**config.mk**
```make
export PLATFORM = sky130hd
export DESIGN_NAME = adaptive_weight_filter_with_stability
export DESIGN_NICKNAME = d
export VERILOG_FILES = /design/src/hw/rtl/awfs_pkg.sv /design/src/hw/rtl/awfs_cfg.sv /design/src/hw/rtl/adaptive_weight_filter_with_stability.sv
export SDC_FILE = /design/constraint.sdc
export NUM_CORES = 1
export LEC_CHECK = 0
export ABC_AREA = 0
export BUFFER_PORTS_ARGS = -buffer_cell sky130_fd_sc_hd__clkbuf_2
export CAP_MARGIN = 25
export CORE_ASPECT_RATIO = 0.5
export CORE_MARGIN = 3
export CORE_UTILIZATION = 40
export CTS_BUF_LIST = sky130_fd_sc_hd__clkbuf_8 sky130_fd_sc_hd__clkbuf_16
export DETAILED_ROUTE_END_ITERATION = 7
export PLACE_DENSITY = 0.56
export SYNTH_ARGS = -nofsm -noshare
export SYNTH_HDL_FRONTEND = slang
export SYNTH_SLANG_ARGS = --single-unit
```
**constraint.sdc**
```tcl
create_clock -name i_clk -period 10.7 [get_ports i_clk]
set_input_delay 2.14 -clock i_clk [delete_from_list [all_inputs] [get_ports i_clk]]
set_output_delay 2.14 -clock i_clk [all_outputs]
set_load 0.01 [all_outputs]
```
**src/hw/rtl/awfs_pkg.sv**
```systemverilog
// Shared types, register map and reset values of the adaptive weight filter.
package awfs_pkg;

    // Configuration port geometry
    localparam int unsigned AddrW = 5;
    localparam int unsigned DataW = 32;

    // Register indexes (paddr[4:2])
    localparam logic [2:0] RegRateReload    = 3'd0;
    localparam logic [2:0] RegShiftMax      = 3'd1;
    localparam logic [2:0] RegLeaveLimit    = 3'd2;
    localparam logic [2:0] RegUnstableLimit = 3'd3;
    localparam logic [2:0] RegEnterDelay    = 3'd4;
    localparam logic [2:0] RegSettleReload  = 3'd5;

    // Reset values of the configuration registers
    localparam logic [15:0] RstRateReload    = 16'd10;
    localparam logic [3:0]  RstShiftMax      = 4'd8;
    localparam logic [6:0]  RstLeaveLimit    = 7'd20;
    localparam logic [6:0]  RstUnstableLimit = 7'd5;
    localparam logic [15:0] RstEnterDelay    = 16'd50;
    localparam logic [15:0] RstSettleReload  = 16'd200;

    // Configuration seen by the datapath
    typedef struct packed {
        logic [15:0] rate_reload;
        logic [3:0]  shift_max;
        logic [6:0]  leave_limit;
        logic [6:0]  unstable_limit;
        logic [15:0] enter_delay;
        logic [15:0] settle_reload;
    } t_cfg;

endpackage

```
**src/hw/rtl/awfs_cfg.sv**
```systemverilog
// APB-style configuration register file of the adaptive weight filter.
module awfs_cfg (
    input  logic                        i_clk,
    input  logic                        i_rst_n,
    input  logic                        psel,
    input  logic                        penable,
    input  logic                        pwrite,
    input  logic [awfs_pkg::AddrW-1:0]  paddr,
    input  logic [awfs_pkg::DataW-1:0]  pwdata,
    output logic [awfs_pkg::DataW-1:0]  prdata,
    output logic                        pready,
    output awfs_pkg::t_cfg              o_cfg
);

    awfs_pkg::t_cfg r_cfg;
    logic           wr_en;
    logic [2:0]     reg_idx;

    assign pready  = 1'b1;
    assign wr_en   = psel & penable & pwrite;
    assign reg_idx = paddr[4:2];
    assign o_cfg   = r_cfg;

    // Write the addressed register on the access phase
    always_ff @(posedge i_clk) begin
        if (!i_rst_n) begin
            r_cfg.rate_reload    <= awfs_pkg::RstRateReload;
            r_cfg.shift_max      <= awfs_pkg::RstShiftMax;
            r_cfg.leave_limit    <= awfs_pkg::RstLeaveLimit;
            r_cfg.unstable_limit <= awfs_pkg::RstUnstableLimit;
            r_cfg.enter_delay    <= awfs_pkg::RstEnterDelay;
            r_cfg.settle_reload  <= awfs_pkg::RstSettleReload;
        end else if (wr_en) begin
            unique case (reg_idx)
                awfs_pkg::RegRateReload:    r_cfg.rate_reload    <= pwdata[15:0];
                awfs_pkg::RegShiftMax:      r_cfg.shift_max      <= pwdata[3:0];
                awfs_pkg::RegLeaveLimit:    r_cfg.leave_limit    <= pwdata[6:0];
                awfs_pkg::RegUnstableLimit: r_cfg.unstable_limit <= pwdata[6:0];
                awfs_pkg::RegEnterDelay:    r_cfg.enter_delay    <= pwdata[15:0];
                awfs_pkg::RegSettleReload:  r_cfg.settle_reload  <= pwdata[15:0];
                default: ;
            endcase
        end
    end

    // Read back the addressed register
    always_comb begin
        unique case (reg_idx)
            awfs_pkg::RegRateReload:    prdata = {16'd0, r_cfg.rate_reload};
            awfs_pkg::RegShiftMax:      prdata = {28'd0, r_cfg.shift_max};
            awfs_pkg::RegLeaveLimit:    prdata = {25'd0, r_cfg.leave_limit};
            awfs_pkg::RegUnstableLimit: prdata = {25'd0, r_cfg.unstable_limit};
            awfs_pkg::RegEnterDelay:    prdata = {16'd0, r_cfg.enter_delay};
            awfs_pkg::RegSettleReload:  prdata = {16'd0, r_cfg.settle_reload};
            default:                    prdata = '0;
        endcase
    end

endmodule

```
**src/hw/rtl/adaptive_weight_filter_with_stability.sv**
```systemverilog
// Top level of the adaptive weight filter: input register, filter update, result register.
//
//   channel | direction | handshake                      | payload
//   in      | input     | i_in_valid / o_in_stall        | i_action, i_sample
//   out     | output    | o_out_valid / i_out_stall      | o_filtered, o_is_stable, o_direction,
//           |           |                                | o_shift_now, o_settle_left
//   cfg     | input     | psel / penable / pwrite/pready | paddr, pwdata, prdata
//
// One transaction per cycle sustained while the output does not stall.
// The filter step, ramp counter and timer update for one transaction is combinational
// logic between the input and result registers (a variable shift and three chained adds).
// Reset (i_rst_n low, synchronous) clears all filter state and loads the register defaults.
// A stall on the output holds the result register and backs up into the input register;
// the input side stalls only when both hold a transaction.
module adaptive_weight_filter_with_stability (
    input  logic                        i_clk,
    input  logic                        i_rst_n,
    // input channel
    input  logic                        i_in_valid,
    output logic                        o_in_stall,
    input  logic                        i_action,
    input  logic [15:0]                 i_sample,
    // output channel
    output logic                        o_out_valid,
    input  logic                        i_out_stall,
    output logic [23:0]                 o_filtered,
    output logic                        o_is_stable,
    output logic signed [1:0]           o_direction,
    output logic [3:0]                  o_shift_now,
    output logic [15:0]                 o_settle_left,
    // configuration port
    input  logic                        psel,
    input  logic                        penable,
    input  logic                        pwrite,
    input  logic [awfs_pkg::AddrW-1:0]  paddr,
    input  logic [awfs_pkg::DataW-1:0]  pwdata,
    output logic [awfs_pkg::DataW-1:0]  prdata,
    output logic                        pready
);

    localparam logic signed [24:0] StepPos = 25'sd256;
    localparam logic signed [24:0] StepNeg = -25'sd256;
    localparam logic signed [24:0] NearHi  = 25'sd255;

    awfs_pkg::t_cfg cfg;

    // Input register
    logic        r_in_valid;
    logic        r_in_action;
    logic [15:0] r_in_sample;

    // Filter state
    logic [23:0] r_acc,      n_acc;
    logic [23:0] r_ref,      n_ref;
    logic [3:0]  r_shift,    n_shift;
    logic [7:0]  r_ramp,     n_ramp;
    logic        r_stable,   n_stable;
    logic [15:0] r_rate_tmr, n_rate_tmr;
    logic [15:0] r_settle,   n_settle;
    logic [15:0] r_enter,    n_enter;

    // Result register
    logic              r_out_valid;
    logic [23:0]       r_out_filtered;
    logic              r_out_stable;
    logic signed [1:0] r_out_dir;
    logic [3:0]        r_out_shift;
    logic [15:0]       r_out_settle;

    // Datapath intermediates
    logic              out_free;
    logic              fire;
    logic              in_accept;
    logic signed [24:0] diff;
    logic signed [24:0] step;
    logic signed [24:0] ref_diff;
    logic              dir_pos;
    logic              dir_neg;
    logic signed [1:0] n_dir;
    logic              ref_neg;
    logic              ref_near;
    logic [7:0]        ramp_tmp;

    awfs_cfg u_cfg (
        .i_clk   (i_clk),
        .i_rst_n (i_rst_n),
        .psel    (psel),
        .penable (penable),
        .pwrite  (pwrite),
        .paddr   (paddr),
        .pwdata  (pwdata),
        .prdata  (prdata),
        .pready  (pready),
        .o_cfg   (cfg)
    );

    // True when the signed ramp count lies outside [-limit, limit]
    function automatic logic ramp_beyond(input logic [7:0] ramp, input logic [6:0] limit);
        logic signed [8:0] rs;
        logic signed [8:0] ls;
        rs = signed'({ramp[7], ramp});
        ls = signed'({2'b00, limit});
        return (rs > ls) || (rs < -ls);
    endfunction

    // Handshake
    assign out_free   = !r_out_valid || !i_out_stall;
    assign fire       = r_in_valid && out_free;
    assign o_in_stall = r_in_valid && !out_free;
    assign in_accept  = i_in_valid && !o_in_stall;

    // Filter step and stability update for the held transaction
    always_comb begin
        n_acc      = r_acc;
        n_ref      = r_ref;
        n_shift    = r_shift;
        n_ramp     = r_ramp;
        n_stable   = r_stable;
        n_rate_tmr = r_rate_tmr;
        n_settle   = r_settle;
        n_enter    = r_enter;
        n_dir      = 2'sd0;
        diff       = '0;
        step       = '0;
        ref_diff   = '0;
        dir_pos    = 1'b0;
        dir_neg    = 1'b0;
        ref_neg    = 1'b0;
        ref_near   = 1'b0;
        ramp_tmp   = '0;

        if (r_in_action) begin
            // Tick: count each timer down to zero
            if (r_rate_tmr != 16'd0) n_rate_tmr = r_rate_tmr - 16'd1;
            if (r_settle   != 16'd0) n_settle   = r_settle   - 16'd1;
            if (r_enter    != 16'd0) n_enter    = r_enter    - 16'd1;
        end else begin
            // Grow the shift when the rate timer has run out
            if (r_rate_tmr == 16'd0) begin
                n_rate_tmr = cfg.rate_reload;
                if (r_shift < cfg.shift_max) n_shift = r_shift + 4'd1;
            end

            // Move the accumulator toward sample * 256
            diff    = signed'({1'b0, r_in_sample, 8'd0}) - signed'({1'b0, r_acc});
            step    = diff >>> n_shift;
            n_acc   = r_acc + step[23:0];
            dir_pos = step >= StepPos;
            dir_neg = step < StepNeg;
            if (dir_pos) n_dir = 2'sd1;
            if (dir_neg) n_dir = -2'sd1;
            if (dir_pos || dir_neg) n_settle = cfg.settle_reload;

            if (r_stable) begin
                // Track drift away from the stable reference
                ref_diff = signed'({1'b0, n_acc}) - signed'({1'b0, r_ref});
                ref_neg  = ref_diff[24];
                ref_near = ref_neg ? (ref_diff >= StepNeg) : (ref_diff <= NearHi);
                ramp_tmp = ref_neg ? (r_ramp - 8'd1) : (r_ramp + 8'd1);
                n_ramp   = ramp_tmp;
                if (ref_near || (ref_neg != ramp_tmp[7])) begin
                    n_ramp = 8'd0;
                end else if (ramp_beyond(ramp_tmp, cfg.leave_limit)) begin
                    n_ramp     = 8'd0;
                    n_shift    = 4'd0;
                    n_stable   = 1'b0;
                    n_rate_tmr = cfg.rate_reload;
                    n_enter    = cfg.enter_delay;
                end
            end else begin
                n_settle = cfg.settle_reload;
                if (dir_pos || dir_neg) begin
                    // Count a run of same-direction steps
                    ramp_tmp = dir_pos ? (r_ramp + 8'd1) : (r_ramp - 8'd1);
                    n_enter  = cfg.enter_delay;
                    if (ramp_tmp[7] != dir_neg) ramp_tmp = 8'd0;
                    n_ramp = ramp_tmp;
                    if (ramp_beyond(ramp_tmp, cfg.unstable_limit)) begin
                        n_ramp     = 8'd0;
                        n_shift    = 4'd0;
                        n_rate_tmr = cfg.rate_reload;
                    end
                end else begin
                    // Quiet step: declare stable once the enter timer is done
                    n_ramp = 8'd0;
                    if (r_enter == 16'd0) begin
                        n_stable = 1'b1;
                        n_ref    = n_acc;
                    end
                end
            end
        end
    end

    // Control: input and result valid flags, filter state
    always_ff @(posedge i_clk) begin
        if (!i_rst_n) begin
            r_in_valid  <= 1'b0;
            r_out_valid <= 1'b0;
            r_acc       <= '0;
            r_ref       <= '0;
            r_shift     <= '0;
            r_ramp      <= '0;
            r_stable    <= 1'b0;
            r_rate_tmr  <= '0;
            r_settle    <= '0;
            r_enter     <= '0;
        end else begin
            if (in_accept) begin
                r_in_valid <= 1'b1;
            end else if (fire) begin
                r_in_valid <= 1'b0;
            end
            if (fire) begin
                r_out_valid <= 1'b1;
            end else if (!i_out_stall) begin
                r_out_valid <= 1'b0;
            end
            if (fire) begin
                r_acc      <= n_acc;
                r_ref      <= n_ref;
                r_shift    <= n_shift;
                r_ramp     <= n_ramp;
                r_stable   <= n_stable;
                r_rate_tmr <= n_rate_tmr;
                r_settle   <= n_settle;
                r_enter    <= n_enter;
            end
        end
    end

    // Payload: capture the input transaction and the result
    always_ff @(posedge i_clk) begin
        if (in_accept) begin
            r_in_action <= i_action;
            r_in_sample <= i_sample;
        end
        if (fire) begin
            r_out_filtered <= n_acc;
            r_out_stable   <= n_stable;
            r_out_dir      <= n_dir;
            r_out_shift    <= n_shift;
            r_out_settle   <= n_settle;
        end
    end

    assign o_out_valid   = r_out_valid;
    assign o_filtered    = r_out_filtered;
    assign o_is_stable   = r_out_stable;
    assign o_direction   = r_out_dir;
    assign o_shift_now   = r_out_shift;
    assign o_settle_left = r_out_settle;

`ifndef SYNTHESIS
    // Entering the stable state always clears the ramp counter
    a_stable_entry_ramp: assert property (@(posedge i_clk) disable iff (!i_rst_n)
        $rose(r_stable) |-> (r_ramp == 8'd0))
        else $error("ramp count not cleared on entering stable");

    // A significant step reloads the settle countdown
    a_dir_reloads_settle: assert property (@(posedge i_clk) disable iff (!i_rst_n)
        (o_out_valid && (o_direction != 2'sd0)) |-> (o_settle_left == cfg.settle_reload))
        else $error("settle countdown not reloaded on significant step");

    // Input stalls only while a transaction is held
    a_stall_needs_held: assert property (@(posedge i_clk) disable iff (!i_rst_n)
        o_in_stall |-> (r_in_valid && r_out_valid))
        else $error("input stalled with no transaction held");
`endif

endmodule

```
Word level (Yosys, flattened, before mapping)
Cells that the tools add are included.
{"block": "word_totals", "reg_bits": 241, "latch_bits": 0, "mem_bits_rw": 0, "rom_bits": 0, "out_inout_bits": 82, "wordCells": 144, "mem_count": 0}
{"block": "op_classes", "add_sub_neg": 11, "multipliers": 0, "div": 0, "n_lt_le_gt_ge": 9, "eq_ne": 12, "n_shift": 1, "muxes": 53, "bitwise": 5, "n_reduce_logical": 30}
{"cell": "16-bit 2-to-1 mux", "n": 18}
{"cell": "16-bit case mux with 6 select lines", "n": 1}
{"cell": "8-bit 2-to-1 mux", "n": 11}
{"cell": "24-bit by 24-bit subtractor with 25-bit output", "n": 2}
{"cell": "16-bit nonzero test", "n": 3}
{"cell": "16-bit by 1-bit subtractor with 16-bit output (second input constant)", "n": 3}
{"cell": "4-bit 2-to-1 mux", "n": 9}
{"cell": "16-bit logical NOT", "n": 2}
{"cell": "25-bit by 10-bit greater-or-equal comparator with 1-bit output (second input constant)", "n": 1}
{"cell": "25-bit by 9-bit greater-or-equal comparator with 1-bit output (second input constant)", "n": 1}
{"cell": "25-bit by 9-bit <= comparator with 1-bit output (second input constant)", "n": 1}
{"cell": "25-bit by 9-bit less-than comparator with 1-bit output (second input constant)", "n": 1}
{"cell": "25-bit by 4-bit >>> shifter with 25-bit output", "n": 1}
{"cell": "24-bit adder", "n": 1}
{"cell": "24-bit 2-to-1 mux", "n": 1}
{"cell": "8-bit by 9-bit less-than comparator with 1-bit output", "n": 2}
{"cell": "7-bit negation with 9-bit output", "n": 2}
{"cell": "8-bit > comparator", "n": 2}
{"cell": "2-bit AND reduction", "n": 8}
{"cell": "1-bit 2-to-1 mux", "n": 12}
{"cell": "5-bit AND reduction", "n": 2}
{"cell": "8-bit by 1-bit adder with 8-bit output (second input constant)", "n": 1}
{"cell": "8-bit by 1-bit subtractor with 8-bit output (second input constant)", "n": 1}
{"cell": "3-bit by 2-bit == test with 1-bit output (second input constant)", "n": 2}
{"cell": "other kinds (17)", "n": 33}

Depth between registers and ports, before layout
Gate-level depths: netlist of the first run.
{"block": "depth", "depth_word": 18, "ltp_mapped": 57, "depth_no_buf": 51}

Hierarchy
Synthesis of the first run repeated with hierarchy kept, for this count alone.
{"block": "hier_totals", "hier_cells": 2254, "area_unflattened_um2": 18116.1}
{"module": "adaptive_weight_filter_with_stability", "instances": 1, "cells_per_inst": 1918, "area_per_inst_um2": 14924.3, "seq_area_each_um2": 4144.0}
{"module": "awfs_cfg", "instances": 1, "cells_per_inst": 336, "area_per_inst_um2": 3191.8, "seq_area_each_um2": 1321.3}

Worst setup path after synthesis of the first run
No wires, ideal clock.
{"block": "synth_timing", "kind": "register -> register", "startpoint": "reg r_rate_tmr[0]", "endpoint": "reg r_out_shift[0] (netlist: o_shift_now[0]) (data pin)", "setup_time_ns": 0.254, "t_arrival_ns": 10.349, "t_required_ns": 10.446, "setup_slack_ns": 0.098, "stages_incl_launch_ff": 56, "path_buffers": 6, "period_less_slack_ns": 10.602, "path_cell_list": "dfxtp_1 > inv_1 > ha_1 > nor3b_1 > and3_2 > o211ai_4 > xnor2_1 > buf_2 > buf_1 > buf_1 > nor2_1 > a41oi_1 > o22ai_1 > a21o_1 > nor2_1 > or3_1 > o21ai_0 > nor2_1 > [20 not listed] > o21ai_0 > a21oi_1 > o31ai_2 > buf_2 > mux2i_1 > xnor2_1 > ha_1 > a21o_1 > a2111o_1 > a311oi_1 > a311oi_1 > a211oi_1 > and2_1 > buf_2 > a21o_1 > buf_1 > nor4_1 > a21o_1"}
{"block": "synth_via", "elab_chain_len": 17, "word_cells_on_any_way": 33}
{"element": "from (decl)", "line_no": "adaptive_weight_filter_with_stability.sv:58", "rtl": "logic [15:0] r_rate_tmr, n_rate_tmr;"}
{"element": "from (signal assigned)", "line_no": "adaptive_weight_filter_with_stability.sv:225", "rtl": "r_rate_tmr <= n_rate_tmr;"}
{"element": "16-bit logical NOT *", "line_no": "adaptive_weight_filter_with_stability.sv:139", "rtl": "if (r_rate_tmr == 16'd0) begin"}
{"element": "4-bit 2-to-1 mux *", "line_no": "adaptive_weight_filter_with_stability.sv:139"}
{"element": "4-bit 2-to-1 mux *", "line_no": "adaptive_weight_filter_with_stability.sv:132", "rtl": "if (r_in_action) begin"}
{"element": "parallel branches: the longest is 12 deep, another holds 24-bit by 24-bit subtractor with 25-bit output"}
{"element": "4-bit 2-to-1 mux *", "line_no": "adaptive_weight_filter_with_stability.sv:154", "rtl": "if (r_stable) begin"}
{"element": "4-bit 2-to-1 mux *", "line_no": "adaptive_weight_filter_with_stability.sv:132"}
{"element": "via n_shift[0]", "line_no": "adaptive_weight_filter_with_stability.sv:55", "rtl": "logic [3:0] r_shift, n_shift;"}
{"element": "to (signal assigned)", "line_no": "adaptive_weight_filter_with_stability.sv:242", "rtl": "r_out_shift <= n_shift;"}
{"element": "to (decl)", "line_no": "adaptive_weight_filter_with_stability.sv:67", "rtl": "logic [3:0] r_out_shift;"}
Mark *: on every way through the listed nets, which the timed path passes. The select of a mux whose other input is x is not followed.
A chain may end at the register's enable or synchronous reset.

Worst setup path after layout of the first run
{"block": "layout_timing", "startpoint": "reg u_cfg.r_cfg (netlist bit u_cfg.o_cfg[47])", "endpoint": "reg r_enter[11]"}
{"block": "layout_via", "elab_chain_len": 12, "word_cells_on_any_way": 23}
{"element": "from (decl)", "line_no": "awfs_cfg.sv:15", "rtl": "awfs_pkg::t_cfg r_cfg;"}
{"element": "4-bit less-than comparator *", "line_no": "adaptive_weight_filter_with_stability.sv:141", "rtl": "if (r_shift < cfg.shift_max) n_shift = r_shift + 4'd1;"}
{"element": "4-bit 2-to-1 mux *", "line_no": "adaptive_weight_filter_with_stability.sv:141"}
{"element": "4-bit 2-to-1 mux *", "line_no": "adaptive_weight_filter_with_stability.sv:139"}
{"element": "4-bit 2-to-1 mux *", "line_no": "adaptive_weight_filter_with_stability.sv:132"}
{"element": "25-bit by 4-bit >>> shifter with 25-bit output *", "line_no": "adaptive_weight_filter_with_stability.sv:146", "rtl": "step = diff >>> n_shift;"}
{"element": "24-bit adder", "line_no": "adaptive_weight_filter_with_stability.sv:147", "rtl": "n_acc = r_acc + step[23:0];"}
{"element": "24-bit by 24-bit subtractor with 25-bit output", "line_no": "adaptive_weight_filter_with_stability.sv:156", "rtl": "ref_diff = signed'({1'b0, n_acc}) - signed'({1'b0, r_ref});"}
{"element": "25-bit by 9-bit <= comparator with 1-bit output, or another cell as far along", "line_no": "adaptive_weight_filter_with_stability.sv:158", "rtl": "ref_near = ref_neg ? (ref_diff >= StepNeg) : (ref_diff <= NearHi);"}
{"element": "1-bit 2-to-1 mux, or another cell as far along", "line_no": "adaptive_weight_filter_with_stability.sv:158"}
{"element": "1-bit logical OR, on equally long branches", "line_no": "adaptive_weight_filter_with_stability.sv:161, adaptive_weight_filter_with_stability.sv:103"}
{"element": "3-bit != test (no source line) or 3-bit by 2-bit != test with 1-bit output (tied branches)"}
{"element": "5-bit AND reduction (no source line) *"}
{"element": "to (signal assigned)", "line_no": "adaptive_weight_filter_with_stability.sv:227", "rtl": "r_enter <= n_enter;"}
{"element": "to (decl)", "line_no": "adaptive_weight_filter_with_stability.sv:60", "rtl": "logic [15:0] r_enter, n_enter;"}
Every way passes the cells marked *; elsewhere a longest branch is shown, timed or not. The select of a mux whose other input is x is not followed.

==> results.cfg, run 1 <==
[outcome]
status = completed

[yosys]
syn_area_mm2 = 0.0182
synth_flop_cell = dfxtp_1
yosys.area.top_type = dfxtp_1
ys_warn_count = 0
synth-async-reset-ratio_pct = 0
synth_area_leaders = dfxtp_1 19%, edfxtp_1 11%, ha_1 7.1%, nand2_1 6.8%, a21oi_1 5.7%
synth_edf_count = 64
ys_seq_elements = 241
avgSynthCellArea_um2 = 7.77
synthCells = 2347
ys_types = 95
yosysSeqAreaShare_pct = 30.0
synth.top_cell.area_share_pct = 19.4

[grt]
grt_max_degree = 80
grtUsageTotal_pct = 23.1
grt_pass1_wl_um = 90600
grt_pass1_vias = 16400
grt_antenna_before_repair = 1
grt_overflow = 0

[sta]
fin_skew_ns = 0.0276
min_period_ns = 10.19
fin_hold_ws_ns = 0.467
worst_pin_slew_ns = 0.971
setup_viol = 0
maxSlewViolCount = 0
postLayoutSetupSlackWorst_ns = 0.510
fin_crit_sh_pct = 95.2
fmaxAchievable_mhz = 98.1
relSlewSlack_pct = 35.3
hold_viol = 0

[floorplan]
core_mm2 = 0.0443
ios = 143
die_y_um = 157
die_area_mm2 = 0.0484
start_util_pct = 41.2
die_x_um = 308
fp-row-count = 54

[min_path]
hold_path_depth = 2
hp-class = flip-flop to flip-flop

[layout]
post-route-util_pct = 47.8
drive_gt1_share_pct = 16.7
syn2layout_area_growth_pct = 16.1
instances_no_fill = 3079
nets = 2637
antenna_cells = 0

[worst_setup_path]
reg2reg_depth = 44
crit_arrival_ns = 10.67
crit_type = flip-flop to flip-flop
crit_slowest_cell = or3_1
max_stage_delay_ns = 0.50
cp-end-kind = flip-flop
startpoint_type = flip-flop
cp_max_fo = 15
worst_ep_required_time_ns = 11.18

[clock_network]
cts_tree = yes
cts_sinks = 241
cts_buffers = 26
clkLatencyLatePin_ns = 0.60
clkSlewWorstSetupHoldPaths_ns = 0.07
ctsRootBufferMaster = clkbuf_16
htree_levels = 1
cts_max_path_buffers = 3

[place]
portBuffers = 107
dpl.cell_count = 3011
hpwl_um = 41300
place.gp.congestion = 0.890
pre_cts_slack_ns = -0.0992

[routing]
viasPerCell = 5.75
drtAntennaViolNets = 0
drt_iter0_drc = 1322
routedWlPerCell_um = 18.8
drc = 0
firstDrtPassIters = 5
routed_wl_um = 57800
vias = 17700

[job]
maxCapViolations = 0

[pwr]
p_sw_share_pct = 48.1
power_frac_comb_pct = 75.1
power_frac_seq_pct = 13.1
p_int_mw = 4.49
clockPowerShare_pct = 11.9
p_sw_mw = 4.17
leakagePower_nw = 8.43
power_density_mw_per_mm2 = 409
finalPower_mw = 8.66
ir_drop_v = 0.000219
[flip-flops by register name (all words and copies together), names as in the netlist, 8 cells and up]
name / cells
r_rate_tmr: 16
r_enter: 16
u_cfg.o_cfg: 66
r_ref: 24
r_in_sample: 16
r_acc: 24
r_ramp: 8
o_settle_left: 16
r_settle: 16
o_filtered: 24
[metal layers]
metal	GRT usage, %	vias to the layer above	part of all wire [%]
li1	-	8801	-
met1	33.6	8345	49
met2	36.6	487	44
met3	3.27	67	5.9
met4	4.56	2	1.8
met5	0	-	0.019
[critical path, delay by kind of cell, from the launching register on]
family	cells	cell delay [ns]
AO/OA/AOI/OAI	20	4.57
buffers and inverters	8	1.31
flip-flops	1	0.35
multiplexers	1	0.21
adder cells (fa/ha/maj)	4	1.37
AND/OR/NAND/NOR	9	1.98
XOR/XNOR	2	0.28
[cell families (layout without fill, tap and decap cells)]
family	Yosys count	in the layout	share of synthesized area, %
AOI/OAI and AO/OA	689	689	25.1
adders and majority gates	105	105	7.28
buffers and inverters	297	425	6.91
and+or+nand+nor	867	867	22.6
muxes	76	77	4.60
xor gates and xnor gates	70	70	3.51
other	2	17	0.0412
DFF	241	241	30.0
[stage by stage]
| step | TNS [ns] | instance area [um^2] |
|---|---|---|
| 3_3_place_gp | -0.0448 | 19800 |
| 4_1_cts | 0 | 20800 |
| 5_1_grt | -0.0811 | 21200 |
| 2_1_floorplan | 0 | 18300 |
| 3_5_place_dp | -0.369 | 19800 |
| 6_report | 0 | 21200 |
[area by class of cell]
type	count	area, um^2
sequential	241	5470
clock buffer	31	742
clock inverter	17	219
inverter	127	480
multi-input combinational	1825	11800
timing repair buffer	250	1690
fill	4472	23100
tap	588	736
[repair_timing]
item,CTS,global route
pin swaps,0,28
gates cloned,0,3
buffers inserted,0,14
setup endpoints to repair,20,50
hold buffers,0,0
gates resized for setup,3,50
[worst paths after layout]
kind | start | to | slack, ns
worst max-delay path | u_cfg.o_cfg[47]$_SDFFE_PN0P_ | r_enter[11]$_SDFFE_PN0P_ | 0.51
worst min-delay path | r_enter[1]$_SDFFE_PN0P_ | r_enter[1]$_SDFFE_PN0P_ | 0.47
worst max register to register | u_cfg.o_cfg[47]$_SDFFE_PN0P_ | r_enter[11]$_SDFFE_PN0P_ | 0.51
worst min register to register | r_enter[1]$_SDFFE_PN0P_ | r_enter[1]$_SDFFE_PN0P_ | 0.47
[cells in the mapped netlist, types with 9 or more instances]
library cell and n:
and3_1 24, clkbuf_1 103, a221oi_1 10, buf_4 22, or2_2 9, nand2_1 330
o21ai_0 119, a21oi_1 207, inv_1 127, nand3_1 88, buf_2 20, mux2i_1 43
mux2_2 29, o21a_1 16, a21o_1 29, a211oi_1 19, or3_1 39, o22ai_1 28
nor3_1 55, edfxtp_1 64, o31ai_1 45, ha_1 103, and2_1 27, a211o_1 11
buf_1 20, o211ai_1 30, xnor2_1 55, dfxtp_1 177, o21bai_1 13, nand2b_1 15
nor3b_1 12, a31oi_1 23, nand4_1 25, nor4_1 22, xor2_1 13, a22oi_1 24
nor2_1 174, nor2b_1 14
[cells in the final DEF, fill, tap and decap left out, types with 54 or more instances in the layout]
cell type / synthesis / layout
nand2_1: 330 / 328
a21oi_1: 207 / 201
dfxtp_1: 177 / 174
nor2_1: 174 / 171
buf_4: 22 / 133
inv_1: 127 / 127
o21ai_0: 119 / 116
clkbuf_2: 0 / 106
ha_1: 103 / 102
nand3_1: 88 / 88
edfxtp_1: 64 / 64
nor3_1: 55 / 54
[power groups by stage]
stage | Sequential (mW) | Combinational [mW] | Clock, mW
after floorplan | 1.15 | 4.10 | 0
after global placement | 1.15 | 6.10 | 0
after detailed placement | 1.15 | 6.12 | 0
after CTS | 1.13 | 6.19 | 1.05
after global routing | 1.14 | 7.16 | 1.08
final | 1.13 | 6.50 | 1.03
No activity file was read; power rests on OpenSTA's default activity.
==> inputs of run 2 (changes only) <==
--- a/config.mk
+++ b/config.mk
@@ -8,7 +8,6 @@
 export ABC_AREA = 0
 export BUFFER_PORTS_ARGS = -buffer_cell sky130_fd_sc_hd__clkbuf_2
 export CAP_MARGIN = 25
-export CORE_ASPECT_RATIO = 0.5
 export CORE_MARGIN = 3
 export CORE_UTILIZATION = 40
 export CTS_BUF_LIST = sky130_fd_sc_hd__clkbuf_8 sky130_fd_sc_hd__clkbuf_16
==> results.cfg, run 2 (synthesis gave the netlist of run 1 again) <==
[outcome]
status = completed

[clock_network]
cts_max_path_buffers = 3
ctsRootBufferMaster = clkbuf_16
clkSlewWorstSetupHoldPaths_ns = 0.06
htree_levels = 1
cts_tree = yes
cts_buffers = 30
clkLatencyLatePin_ns = 0.58
cts_sinks = 241
postCtsHoldBufs = 0

[routing]
drc = 0
drtAntennaViolNets = 0
drt-met1-wl_um = 28000
drt_iter0_drc = 1360
vias = 18100
detailroute.wirelength.met3_um = 3290
viasPerCell = 5.82
routedWlPerCell_um = 18.9
routed.top_layer = met4
route.met2.wl_um = 26400
firstDrtPassIters = 5
routed_wl_um = 58800

[floorplan]
die_area_mm2 = 0.0482
die_x_um = 220
die_y_um = 220
start_util_pct = 40.9
core_mm2 = 0.0446
ios = 143
fp-row-count = 77

[worst_setup_path]
cp_common_cell = buf_4
cp_max_fo = 13
startpoint_type = flip-flop
worst_ep_required_time_ns = 11.17
cp-end-kind = flip-flop
crit_slowest_cell = a2111o_1
max_stage_delay_ns = 0.45
crit_arrival_ns = 10.67
crit_type = flip-flop to flip-flop

[layout]
fillers = 4365
nets = 2661
design_area_mm2 = 0.0214
largest_register_ffs = 66
layout_commonest_cell = nand2_1
final_cell_mix = 330 x nand2_1, 201 x a21oi_1, 176 x dfxtp_1
syn2layout_area_growth_pct = 17.5
antenna_cells = 0
drive_gt1_share_pct = 17.5

[sta]
fin_crit_sh_pct = 95.3
worst_pin_slew_ns = 1.14
maxSlewViolCount = 0
min_period_ns = 10.19
fmaxAchievable_mhz = 98.1
relSlewSlack_pct = 23.9
hold_viol = 0
setup_viol = 0
fin_skew_ns = 0.0217
fin_hold_ws_ns = 0.470

[place]
portBuffers = 107
dpl_cell_area_mm2 = 0.0199
hpwl_um = 42900
place.gp.congestion = 0.906

[min_path]
hp-class = flip-flop to flip-flop

[grt]
grt_pass1_vias = 16600
grt_antenna_before_repair = 0
grt_max_degree = 89
grt_pass1_wl_um = 92000
grtUsageTotal_pct = 23.4
grt_overflow = 0

[job]
maxCapViolations = 0

[pwr]
ir_drop_v = 0.000297
leakagePower_nw = 8.59
power_density_mw_per_mm2 = 413
## run 2: changes by cell type in the layout (fill, tap and decap cells not counted), sizes merged
cell	previous run	this run
buf	144	163
clkbuf	137	143
clkinv	6	12
bufinv	4	2
clkinvlp	3	2
inv	131	132
mux2	31	30
## run 2: layout make-up
class / count / area (um^2) / area share [%]
clock buffer: 35 / 831 / 3.88
clock inverter: 21 / 156 / 0.730
inverter: 127 / 479 / 2.24
multi-input combinational: 1824 / 11900 / 55.4
sequential: 241 / 5470 / 25.5
tap: 592 / 741 / 3.46
timing repair buffer: 271 / 1880 / 8.78
## run 2: report_power, final
part | leakage, nW | switching, mW | internal, mW | total [mW]
logic | 6.03 | 3.74 | 2.96 | 6.70
registers | 2.05 | 0.0677 | 1.06 | 1.13
clock network | 0.507 | 0.423 | 0.598 | 1.02
total | 8.59 | 4.23 | 4.62 | 8.84
## run 2: final timing paths
kind                                            start                 endpoint  slack (ns)  cells past startpoint
worst min-delay path            r_ref[0]$_SDFFE_PN0P_    r_ref[0]$_SDFFE_PN0P_        0.47                      2
worst max register to register  r_acc[8]$_SDFFE_PN0P_  r_enter[2]$_SDFFE_PN0P_        0.51                     53
worst min register to register  r_ref[0]$_SDFFE_PN0P_    r_ref[0]$_SDFFE_PN0P_        0.47                      2
worst max-delay path            r_acc[8]$_SDFFE_PN0P_  r_enter[2]$_SDFFE_PN0P_        0.51                     53
## run 2: critical path, delay by kind of cell, from the launching register on
kind	cells	cell delay (ns)
simple gates	8	1.21
fa+ha+maj	5	1.53
flops	1	0.34
compound gates	25	4.63
buf+inv	10	1.48
mux	2	0.44
xor+xnor	3	0.46
## run 2: per-layer routing
| layer | GRT usage (%) | up-vias |
|---|---|---|
| li1 | - | 8837 |
| met1 | 34.3 | 8662 |
| met2 | 37.2 | 520 |
| met3 | 2.18 | 75 |
| met4 | 4.93 | 0 |
| met5 | 0 | - |
## run 2: stage by stage
step | TNS (ns) | power, mW | utilization [%] | std cells | setup slack [ns]
finish | 0 | 8.84 | 48.0 | 3111 | 0.507
global route | -0.187 | 9.63 | 48.0 | 3111 | -0.0513
CTS | 0 | 8.41 | 46.9 | 3090 | 0.00291
detailed placement | -1.37 | 7.34 | 44.7 | 3034 | -0.173
global placement | 0 | 7.25 | 44.7 | 3034 | 0.0149
floorplan | 0 | 5.25 | - | 2362 | 0.0977
## run 2: repair_timing
item	in CTS	in global routing
setup buffers	0	18
cloned	0	2
pin swaps	0	23
gates resized for setup	3	59
setup endpoints to repair	34	49
